===== config.mk =====
export PLATFORM = sky130hd
export DESIGN_NAME = terminal_mouse_report_decoder_top
export DESIGN_NICKNAME = d
export VERILOG_FILES = /design/src/hw/rtl/tmrd_pkg.sv /design/src/hw/rtl/tmrd_fifo.sv /design/src/hw/rtl/tmrd_parser.sv /design/src/hw/rtl/tmrd_eval.sv /design/src/hw/rtl/terminal_mouse_report_decoder_top.sv
export SDC_FILE = /design/constraint.sdc
export NUM_CORES = 1
export LEC_CHECK = 0
export ABC_AREA = 1
export BUFFER_PORTS_ARGS = -buffer_cell sky130_fd_sc_hd__buf_2
export CAP_MARGIN = 20
export CORE_ASPECT_RATIO = 1.75
export CORE_MARGIN = 4
export CORE_UTILIZATION = 56
export CTS_CLUSTER_SIZE = 16
export DETAILED_ROUTE_END_ITERATION = 16
export GPL_TIMING_DRIVEN = 0
export HOLD_SLACK_MARGIN = 0.05
export PLACE_DENSITY = 0.76
export SYNTH_ARGS = -nofsm -noshare
export SYNTH_HDL_FRONTEND = slang
export SYNTH_SLANG_ARGS = --single-unit

===== constraint.sdc =====
create_clock -name clock -period 4.1 [get_ports clock]
set_clock_uncertainty 0.05 [all_clocks]
set_input_delay 0.41 -clock clock [delete_from_list [all_inputs] [get_ports clock]]
set_output_delay 0.41 -clock clock [all_outputs]
set_load 0.05 [all_outputs]

===== src/hw/rtl/tmrd_pkg.sv =====
// shared types and character constants for the terminal mouse report decoder
package tmrd_pkg;

   localparam int CODE_W  = 9;
   localparam int COORD_W = 10;
   localparam int VALUE_W = 16;
   localparam int BTN_W   = 6;

   localparam logic [CODE_W-1:0] CH_LBRACKET = CODE_W'(8'h5B);
   localparam logic [CODE_W-1:0] CH_LESS     = CODE_W'(8'h3C);
   localparam logic [CODE_W-1:0] CH_UPPER_M  = CODE_W'(8'h4D);
   localparam logic [CODE_W-1:0] CH_LOWER_M  = CODE_W'(8'h6D);
   localparam logic [CODE_W-1:0] CH_SEMI     = CODE_W'(8'h3B);
   localparam logic [CODE_W-1:0] CH_ZERO     = CODE_W'(8'h30);
   localparam logic [CODE_W-1:0] CH_NINE     = CODE_W'(8'h39);

   localparam logic [VALUE_W-1:0] VALUE_MAX  = {VALUE_W{1'b1}};
   localparam logic [VALUE_W-1:0] X10_OFFSET = VALUE_W'(33);
   localparam logic [VALUE_W-1:0] DEC_OFFSET = VALUE_W'(1);

   localparam logic [1:0] BTN_LEFT  = 2'd0;
   localparam logic [1:0] BTN_RIGHT = 2'd2;
   localparam int         MOTION_BIT = 5;

   localparam logic CSR_SCREEN_COLUMNS = 1'b0;
   localparam logic CSR_PLAY_ROWS      = 1'b1;

   localparam logic [COORD_W-1:0] SCREEN_COLUMNS_RESET = COORD_W'(80);
   localparam logic [COORD_W-1:0] PLAY_ROWS_RESET      = COORD_W'(20);

   typedef enum logic [1:0] {
      FMT_UNKNOWN,
      FMT_SGR,
      FMT_X10,
      FMT_URXVT
   } fmt_type;

   typedef struct packed {
      logic [CODE_W-1:0] code;
      logic              last;
   } req_type;

   typedef struct packed {
      logic               recognized;
      logic               in_area;
      logic [COORD_W-1:0] pointer_col;
      logic [COORD_W-1:0] pointer_row;
      logic               place_request;
      logic               attack_request;
   } rsp_type;

   // parsed report handed from the parser to the evaluator
   typedef struct packed {
      logic               final_seen;
      fmt_type            fmt;
      logic [BTN_W-1:0]   button;
      logic [VALUE_W-1:0] col;
      logic [VALUE_W-1:0] row;
      logic               press;
   } report_type;

endpackage


===== src/hw/rtl/tmrd_fifo.sv =====
// small register queue used between the decoder stages and at the output
module tmrd_fifo #(
   parameter int WIDTH = 1,
   parameter int DEPTH = 2
) (
   input  logic             clock,
   input  logic             reset,
   input  logic             push,
   input  logic [WIDTH-1:0] wdata,
   output logic             full,
   input  logic             pop,
   output logic [WIDTH-1:0] rdata,
   output logic             empty
);

   localparam int PW = (DEPTH > 1) ? $clog2(DEPTH) : 1;
   localparam int CW = $clog2(DEPTH + 1);

   logic [WIDTH-1:0] mem [DEPTH];
   logic [PW-1:0]    wr_ptr_ff, wr_ptr_in;
   logic [PW-1:0]    rd_ptr_ff, rd_ptr_in;
   logic [CW-1:0]    count_ff, count_in;
   logic             do_push, do_pop;

   assign full    = (count_ff == CW'(DEPTH));
   assign empty   = (count_ff == '0);
   assign do_push = push && !full;
   assign do_pop  = pop && !empty;
   assign rdata   = mem[rd_ptr_ff];

   always_comb begin
      wr_ptr_in = wr_ptr_ff;
      rd_ptr_in = rd_ptr_ff;
      count_in  = count_ff;
      if (do_push) begin
         wr_ptr_in = (wr_ptr_ff == PW'(DEPTH - 1)) ? '0 : wr_ptr_ff + 1'b1;
      end
      if (do_pop) begin
         rd_ptr_in = (rd_ptr_ff == PW'(DEPTH - 1)) ? '0 : rd_ptr_ff + 1'b1;
      end
      if (do_push && !do_pop) begin
         count_in = count_ff + 1'b1;
      end else if (do_pop && !do_push) begin
         count_in = count_ff - 1'b1;
      end
   end

   always_ff @(posedge clock) begin
      if (reset) begin
         wr_ptr_ff <= '0;
         rd_ptr_ff <= '0;
         count_ff  <= '0;
      end else begin
         wr_ptr_ff <= wr_ptr_in;
         rd_ptr_ff <= rd_ptr_in;
         count_ff  <= count_in;
      end
   end

   always_ff @(posedge clock) begin
      if (do_push) begin
         mem[wr_ptr_ff] <= wdata;
      end
   end

endmodule


===== src/hw/rtl/tmrd_parser.sv =====
// front end: takes report bytes one per cycle while accept is high and builds the parsed report
module tmrd_parser #(
   parameter int MAX_REPORT_LEN = 32
) (
   input  logic                clock,
   input  logic                reset,
   input  logic                accept,
   input  tmrd_pkg::req_type   req,
   output logic                report_push,
   output tmrd_pkg::report_type report
);

   localparam int CW = $clog2(MAX_REPORT_LEN + 1);

   tmrd_pkg::fmt_type               fmt_ff, fmt_in;
   logic [1:0]                      phase_ff, phase_in;
   logic [CW-1:0]                   count_ff, count_in;
   logic [tmrd_pkg::VALUE_W-1:0]    btn_ff, btn_in;
   logic [tmrd_pkg::VALUE_W-1:0]    col_ff, col_in;
   logic [tmrd_pkg::VALUE_W-1:0]    row_ff, row_in;
   logic                            digit_ff, digit_in;
   logic                            fail_ff, fail_in;
   logic                            final_ff, final_in;
   logic                            press_ff, press_in;

   logic [tmrd_pkg::CODE_W-1:0]     code;
   logic                            is_digit;
   logic                            do_numeric;
   logic [tmrd_pkg::VALUE_W-1:0]    acc_sel;
   logic [tmrd_pkg::VALUE_W+3:0]    acc_sum;
   logic [tmrd_pkg::VALUE_W-1:0]    acc_sat;

   assign code     = req.code;
   assign is_digit = code inside {[tmrd_pkg::CH_ZERO : tmrd_pkg::CH_NINE]};

   // one decimal digit step: v * 10 + d, saturating
   always_comb begin
      case (phase_ff)
         2'd0:    acc_sel = btn_ff;
         2'd1:    acc_sel = col_ff;
         default: acc_sel = row_ff;
      endcase
      acc_sum = {1'b0, acc_sel, 3'b000} + {3'b000, acc_sel, 1'b0}
              + (tmrd_pkg::VALUE_W + 4)'(code - tmrd_pkg::CH_ZERO);
      acc_sat = (acc_sum > (tmrd_pkg::VALUE_W + 4)'(tmrd_pkg::VALUE_MAX))
              ? tmrd_pkg::VALUE_MAX : acc_sum[tmrd_pkg::VALUE_W-1:0];
   end

   always_comb begin
      fmt_in     = fmt_ff;
      phase_in   = phase_ff;
      count_in   = count_ff;
      btn_in     = btn_ff;
      col_in     = col_ff;
      row_in     = row_ff;
      digit_in   = digit_ff;
      fail_in    = fail_ff;
      final_in   = final_ff;
      press_in   = press_ff;
      do_numeric = 1'b0;

      if (accept && (count_ff < CW'(MAX_REPORT_LEN))) begin
         count_in = count_ff + 1'b1;
         if (!fail_ff && !final_ff) begin
            if (count_ff == CW'(0)) begin
               if (code != tmrd_pkg::CH_LBRACKET) begin
                  fail_in = 1'b1;
               end
            end else if (count_ff == CW'(1)) begin
               if (code == tmrd_pkg::CH_LESS) begin
                  fmt_in = tmrd_pkg::FMT_SGR;
               end else if (code == tmrd_pkg::CH_UPPER_M) begin
                  fmt_in = tmrd_pkg::FMT_X10;
               end else begin
                  fmt_in     = tmrd_pkg::FMT_URXVT;
                  do_numeric = 1'b1;
               end
            end else if (fmt_ff == tmrd_pkg::FMT_X10) begin
               // raw bytes: button, column, row
               if (count_ff == CW'(2)) begin
                  btn_in = tmrd_pkg::VALUE_W'(code);
               end else if (count_ff == CW'(3)) begin
                  col_in = tmrd_pkg::VALUE_W'(code);
               end else begin
                  row_in   = tmrd_pkg::VALUE_W'(code);
                  final_in = 1'b1;
               end
            end else begin
               do_numeric = 1'b1;
            end
         end
      end

      if (do_numeric) begin
         if (is_digit) begin
            case (phase_ff)
               2'd0:    btn_in = acc_sat;
               2'd1:    col_in = acc_sat;
               default: row_in = acc_sat;
            endcase
            digit_in = 1'b1;
         end else if (!digit_ff) begin
            fail_in = 1'b1;
         end else if (phase_ff != 2'd2) begin
            if (code == tmrd_pkg::CH_SEMI) begin
               phase_in = phase_ff + 1'b1;
               digit_in = 1'b0;
            end else begin
               fail_in = 1'b1;
            end
         end else if (code == tmrd_pkg::CH_UPPER_M ||
                      (code == tmrd_pkg::CH_LOWER_M && fmt_in == tmrd_pkg::FMT_SGR)) begin
            final_in = 1'b1;
            press_in = (code == tmrd_pkg::CH_UPPER_M);
         end else begin
            fail_in = 1'b1;
         end
      end

      report_push       = accept && req.last;
      report.final_seen = final_in;
      report.fmt        = fmt_in;
      report.button     = btn_in[tmrd_pkg::BTN_W-1:0];
      report.col        = col_in;
      report.row        = row_in;
      report.press      = press_in;

      // start over after each final byte
      if (report_push) begin
         fmt_in   = tmrd_pkg::FMT_UNKNOWN;
         phase_in = '0;
         count_in = '0;
         btn_in   = '0;
         col_in   = '0;
         row_in   = '0;
         digit_in = 1'b0;
         fail_in  = 1'b0;
         final_in = 1'b0;
         press_in = 1'b0;
      end
   end

   always_ff @(posedge clock) begin
      if (reset) begin
         fmt_ff   <= tmrd_pkg::FMT_UNKNOWN;
         phase_ff <= '0;
         count_ff <= '0;
         btn_ff   <= '0;
         col_ff   <= '0;
         row_ff   <= '0;
         digit_ff <= 1'b0;
         fail_ff  <= 1'b0;
         final_ff <= 1'b0;
         press_ff <= 1'b0;
      end else begin
         fmt_ff   <= fmt_in;
         phase_ff <= phase_in;
         count_ff <= count_in;
         btn_ff   <= btn_in;
         col_ff   <= col_in;
         row_ff   <= row_in;
         digit_ff <= digit_in;
         fail_ff  <= fail_in;
         final_ff <= final_in;
         press_ff <= press_in;
      end
   end

   assert property (@(posedge clock) disable iff (reset)
      count_ff <= CW'(MAX_REPORT_LEN))
      else $error("byte count ran past the report limit");

   assert property (@(posedge clock) disable iff (reset)
      phase_ff != 2'd3)
      else $error("field phase out of range");

   assert property (@(posedge clock) disable iff (reset)
      (accept && req.last) |=> (count_ff == '0 && !final_ff && !fail_ff))
      else $error("parse state not cleared after final byte");

endmodule


===== src/hw/rtl/tmrd_eval.sv =====
// back end: turns a parsed report into area and button decisions
module tmrd_eval (
   input  logic                         clock,
   input  logic                         reset,
   input  tmrd_pkg::report_type         report,
   input  logic [tmrd_pkg::COORD_W-1:0] screen_columns,
   input  logic [tmrd_pkg::COORD_W-1:0] play_rows,
   input  logic                         valid,
   output tmrd_pkg::rsp_type            rsp
);

   logic [tmrd_pkg::VALUE_W-1:0] offset;
   logic [tmrd_pkg::VALUE_W-1:0] col_rel, row_rel;
   logic                         in_box;
   logic [1:0]                   base;
   logic                         motion;
   logic                         place, attack;

   always_comb begin
      offset  = (report.fmt == tmrd_pkg::FMT_X10) ? tmrd_pkg::X10_OFFSET
                                                  : tmrd_pkg::DEC_OFFSET;
      col_rel = report.col - offset;
      row_rel = report.row - offset;
      in_box  = report.final_seen
             && (report.col >= offset) && (report.row >= offset)
             && (col_rel < tmrd_pkg::VALUE_W'(screen_columns))
             && (row_rel < tmrd_pkg::VALUE_W'(play_rows));
      base    = report.button[1:0];
      motion  = report.button[tmrd_pkg::MOTION_BIT];
      place   = 1'b0;
      attack  = 1'b0;
      if (report.fmt == tmrd_pkg::FMT_SGR) begin
         // motion only counts for left and right
         if (!motion || (base inside {tmrd_pkg::BTN_LEFT, tmrd_pkg::BTN_RIGHT})) begin
            if (report.press && base == tmrd_pkg::BTN_RIGHT) begin
               place = 1'b1;
            end else if (base == tmrd_pkg::BTN_LEFT) begin
               attack = 1'b1;
            end
         end
      end else begin
         place  = (base == tmrd_pkg::BTN_RIGHT);
         attack = (base == tmrd_pkg::BTN_LEFT);
      end

      rsp.recognized     = report.final_seen;
      rsp.in_area        = in_box;
      rsp.pointer_col    = in_box ? col_rel[tmrd_pkg::COORD_W-1:0] : '0;
      rsp.pointer_row    = in_box ? row_rel[tmrd_pkg::COORD_W-1:0] : '0;
      rsp.place_request  = in_box && place;
      rsp.attack_request = in_box && attack;
   end

   assert property (@(posedge clock) disable iff (reset)
      (valid && rsp.in_area) |-> rsp.recognized)
      else $error("in_area without a recognized report");

   assert property (@(posedge clock) disable iff (reset)
      valid |-> !(rsp.place_request && rsp.attack_request))
      else $error("place and attack both requested");

endmodule


===== src/hw/rtl/terminal_mouse_report_decoder_top.sv =====
// top level of the terminal mouse report decoder
// a result word passes through the report queue and then the output queue before it can be popped
// throughput: one byte per cycle while req_full is low; parser feeds a report queue, evaluator an output queue
// full rises only when the report queue is full, so bytes keep flowing while results wait
// reset (synchronous): clears parse state and both queues, screen_columns 80, play_rows 20
module terminal_mouse_report_decoder_top #(
   parameter int MAX_REPORT_LEN = 32,
   parameter int QUEUE_DEPTH    = 2
) (
   input  logic                         clock,
   input  logic                         reset,
   input  logic                         req_push,
   output logic                         req_full,
   input  tmrd_pkg::req_type            req_data,
   output logic                         rsp_empty,
   input  logic                         rsp_pop,
   output tmrd_pkg::rsp_type            rsp_data,
   input  logic                         csr_write,
   input  logic                         csr_index,
   input  logic [tmrd_pkg::COORD_W-1:0] csr_wdata
);

   localparam int RPT_W = $bits(tmrd_pkg::report_type);
   localparam int RSP_W = $bits(tmrd_pkg::rsp_type);

   logic [tmrd_pkg::COORD_W-1:0] screen_columns_ff, play_rows_ff;
   logic                         accept;
   logic                         report_push;
   tmrd_pkg::report_type         report_wr, report_rd;
   logic                         rpt_full, rpt_empty;
   logic                         out_full;
   logic                         move;
   tmrd_pkg::rsp_type            rsp_wr;

   always_ff @(posedge clock) begin
      if (reset) begin
         screen_columns_ff <= tmrd_pkg::SCREEN_COLUMNS_RESET;
         play_rows_ff      <= tmrd_pkg::PLAY_ROWS_RESET;
      end else if (csr_write) begin
         case (csr_index)
            tmrd_pkg::CSR_SCREEN_COLUMNS: screen_columns_ff <= csr_wdata;
            tmrd_pkg::CSR_PLAY_ROWS:      play_rows_ff      <= csr_wdata;
            default:                      ;
         endcase
      end
   end

   assign req_full = rpt_full;
   assign accept   = req_push && !req_full;
   assign move     = !rpt_empty && !out_full;

   tmrd_parser #(
      .MAX_REPORT_LEN(MAX_REPORT_LEN)
   ) u_parser (
      .clock       (clock),
      .reset       (reset),
      .accept      (accept),
      .req         (req_data),
      .report_push (report_push),
      .report      (report_wr)
   );

   tmrd_fifo #(
      .WIDTH(RPT_W),
      .DEPTH(QUEUE_DEPTH)
   ) u_report_q (
      .clock (clock),
      .reset (reset),
      .push  (report_push),
      .wdata (report_wr),
      .full  (rpt_full),
      .pop   (move),
      .rdata (report_rd),
      .empty (rpt_empty)
   );

   tmrd_eval u_eval (
      .clock          (clock),
      .reset          (reset),
      .report         (report_rd),
      .screen_columns (screen_columns_ff),
      .play_rows      (play_rows_ff),
      .valid          (move),
      .rsp            (rsp_wr)
   );

   tmrd_fifo #(
      .WIDTH(RSP_W),
      .DEPTH(QUEUE_DEPTH)
   ) u_rsp_q (
      .clock (clock),
      .reset (reset),
      .push  (move),
      .wdata (rsp_wr),
      .full  (out_full),
      .pop   (rsp_pop),
      .rdata (rsp_data),
      .empty (rsp_empty)
   );

endmodule


==> results.py <==
metrics = {
    "critical_path": {
        "rrSetupSlack_ns": -0.07,
        "worstSetupPathType": "register to register",
        "cp_max_fo": 6,
        "reg2reg_to": "u_report_q.mem[0][23]$_DFFE_PP_",
        "startpoint": "u_parser.phase_ff[0]$_SDFFE_PP0P_",
        "endpoint_kind": "register",
        "startpoint_type": "register",
        "arrival_ns": 4.36,
        "r2r.worst_path.cells": 22,
        "worstSetupEndpoint": "u_report_q.mem[0][23]$_DFFE_PP_",
        "rr_startpoint": "u_parser.phase_ff[0]$_SDFFE_PP0P_",
        "required_ns": 4.30,
    },
    "synth": {
        "synth_flop_cell": "edfxtp_1",
        "synth_edf_count": 124,
        "syn-num-nets": 1526,
        "synthArstFlopShare_pct": 0,
        "synth_top_area_share_pct": 30.3,
        "yosys_warnings": 0,
        "synth_seq_area_share_pct": 45.3,
        "syn_area_um2": 12300,
        "synth.top_cells.by_area": "edfxtp_1, dfxtp_1, nand2_1, inv_1, ha_1",
        "yosysUniqueCellTypes": 52,
        "yosys_register_bits": 216,
        "synth.avg_cell_area_um2": 8.61,
        "yosysTopAreaCell": "edfxtp_1",
        "netlist_instances": 1427,
    },
    "timing": {
        "tightest_slew_ns": 0.721,
        "hold_viol": 0,
        "rsz0062_at_grt": "true",
        "finalWorstSetupSlack_ns": -0.0661,
        "max_freq_mhz": 240,
        "slew_violations": 0,
        "fin_crit_sh_pct": 102,
        "period_minus_slack_ns": 4.17,
        "finalSetupViolCount": 41,
        "relSlewSlack_pct": 52.0,
    },
    "power": {
        "p_leak_nw": 6.45,
        "vdd_drop_max_mv": 0.242,
        "power.density_nw_per_um2": 498,
    },
    "hold_path": {
        "hold_class": "input pin to register",
    },
    "clocking": {
        "cts_made_buffers": 20,
        "clk_latency_ns": 0.50,
        "cts_tree": "built",
        "clk_pin_slew_ns": 0.07,
        "cts_num_sinks": 216,
        "htreeDepth": 1,
        "clk_path_buf_depth": 3,
        "root_buffer": "clkbuf_16",
    },
    "run": {
        "cap_viol_max_count": 0,
    },
    "final_layout": {
        "syn2layout_area_growth_pct": 20.4,
        "diodes": 0,
        "nets": 1637,
        "drive_above_1_share_pct": 24.4,
        "num-fill-cells": 1688,
        "final_cell_area_um2": 14800,
    },
    "global_route": {
        "grt_pass1_vias": 10400,
        "grt_start_max_net_pins": 33,
        "grt-ovfl-total": 0,
        "antenna_found_initial": 0,
        "grt_usage_pct": 25.5,
        "grt_pass1_wl_um": 50300,
    },
    "floorplan": {
        "die_w_um": 120,
        "io_pins": 52,
        "start_util_pct": 56.9,
        "core-area_um2": 21600,
        "dieHeight_um": 204,
        "num_rows": 71,
        "dieArea_um2": 24500,
    },
    "routing": {
        "drt_wl_total_um": 31600,
        "vias_per_cell": 5.54,
        "ant_nets": 0,
        "vias": 10200,
        "drtPass1Iterations": 6,
        "wl_per_cell_um": 17.1,
        "drc": 0,
        "drt-initial-drc-count": 785,
    },
    "placement": {
        "place_area_um2": 13000,
        "port_buffers": 51,
        "gp_congestion": 0.965,
        "dpl.hpwl_um": 23400,
        "dp_slack_ns": -1.27,
    },
    "status": {
        "violations": "negative setup slack",
        "status": "finished with violations",
    },
}
## synthesized netlist by cell type, types with 3 or more instances
master    count
a21o_1        3
a21oi_1      90
a221o_1       4
a221oi_1     11
buf_2         7
buf_6         9
clkbuf_1     27
dfxtp_1      92
edfxtp_1    124
fa_1         15
ha_1         58
inv_1       222
inv_2         3
mux2_2       24
mux2i_1       5
nand2_1     289
nand2_2      15
nand3_1      67
nand3b_1      3
nand4_1      38
nor2_1      113
nor2_2       10
nor2_4        3
nor3_1       13
nor3_2       20
o211ai_1     29
o21ai_0      59
o21ai_1       4
o21ai_2       7
o21bai_1      5
or2_2         6
xnor2_1       9
xor2_1       19
## kinds of logic after synthesis
group                      count (synthesis)  synth area share, %
DFF                                      216                 45.3
muxes                                     29                 2.61
buffers and inverters                    273                 9.16
and+or+nand+nor                          588                 22.0
adders and majority gates                 73                 8.35
xor gates and xnor gates                  28                 2.00
AOI/OAI and AO/OA                        220                 10.6
## critical path, stage by stage, from the launching register on
cell        delay, ns
dfxtp_4          0.38
inv_6            0.05
ha_4             0.16
nor2_4           0.12
buf_12           0.14
clkinvlp_4       0.21
buf_6            0.20
buf_4            0.13
nor2_2           0.08
nor2_2           0.06
fa_2             0.55
ha_4             0.22
nand2_4          0.07
a21oi_1          0.04
or2_2            0.29
a21oi_2          0.14
nand2_1          0.10
xor2_2           0.19
nor2_4           0.25
buf_6            0.17
nand4_1          0.12
nand2_2          0.12
inv_2            0.05
## power breakdown
| part | total [mW] | internal [mW] | switching, mW |
|---|---|---|---|
| combinational | 2.93 | 0.932 | 1.99 |
| clock | 1.81 | 1.01 | 0.795 |
| sequential | 2.64 | 2.56 | 0.0763 |
## state kept, by name (all words and copies together) (netlist names), 6 cells and up, named ones only
signal / count
u_parser.col_ff: 16
u_parser.count_ff: 6
play_rows_ff: 10
u_rsp_q.mem: 48
screen_columns_ff: 10
u_parser.btn_ff: 16
u_report_q.mem: 76
u_parser.row_ff: 16
## cell type report
class / count / area (um2) / share of cell area [%]
clock inverters: 8 / 73.8 / 0.499
well taps: 292 / 365 / 2.47
plain buffers: 42 / 312 / 2.11
flip-flops and latches: 216 / 5570 / 37.7
inverters: 227 / 868 / 5.87
repair buffers: 93 / 711 / 4.81
multi-input cells: 938 / 6340 / 42.9
clock buffers: 28 / 552 / 3.73
## placed cells by master, fill, tap and decap left out, types with 5 or more instances in the layout
master	count
nand2_1	250
inv_1	196
edfxtp_1	124
nor2_1	99
dfxtp_1	90
a21oi_1	81
nand3_1	55
buf_2	54
nand2_2	52
o21ai_0	51
ha_1	45
nand4_1	38
o211ai_1	29
clkbuf_1	28
inv_2	26
buf_6	24
mux2_2	24
buf_4	22
nor3_2	21
clkbuf_16	21
xor2_1	17
nor2_2	17
fa_1	13
o21ai_2	11
nor3_1	11
ha_4	11
nor2_4	10
nand3_2	8
xnor2_1	8
buf_12	7
a21oi_2	7
nand3_4	7
a221oi_4	7
or2_2	6
mux2i_1	5
## layer usage
layer  share of wire, %  wire, um  GRT usage, %
met2                 56     17600          50.5
met1                 34     10800          25.2
met4                5.8      1820          14.0
met5                  0         0             0
met3                4.5      1430          2.94
## worst min path at each step
stage / from / endpoint / slack (ns) / cells past startpoint
after global placement: u_report_q.rd_ptr_ff$_SDFFE_PP0P_ / u_report_q.rd_ptr_ff$_SDFFE_PP0P_ / 0.38 / 1
after detailed placement: screen_columns_ff[0]$_SDFFE_PP0P_ / screen_columns_ff[0]$_SDFFE_PP0P_ / 0.40 / 2
after global routing: csr_wdata[6] / screen_columns_ff[6]$_SDFFE_PP1P_ / 0.1 / 3
final: csr_wdata[4] / screen_columns_ff[4]$_SDFFE_PP1P_ / 0.11 / 3
after CTS: csr_wdata[6] / screen_columns_ff[6]$_SDFFE_PP1P_ / 0.1 / 3
after floorplan: play_rows_ff[0]$_SDFFE_PP0P_ / play_rows_ff[0]$_SDFFE_PP0P_ / 0.37 / 2
## metrics by stage
stage / total power [mW] / utilization, % / TNS (ns) / instances / hold slack [ns]
floorplan: 4.81 / - / 0 / 1427 / 0.374
global placement: 5.41 / 59.9 / -118.77 / 1770 / 0.385
detailed placement: 5.53 / 60.3 / -131.30 / 1774 / 0.402
CTS: 7.35 / 66.3 / -0.220 / 1833 / 0.0978
global route: 7.79 / 68.5 / -11.26 / 1844 / 0.0998
finish: 7.37 / 68.5 / -1.02 / 1844 / 0.114
## timing repair
action	4_1_cts	5_1_grt
buffers inserted	23	11
hold endpoints to repair	2	0
pin swaps	28	76
setup endpoints to repair	162	160
hold buffers	1	0
gates cloned	3	0
gates resized for setup	105	111
Power figures use the tool's default switching activity.
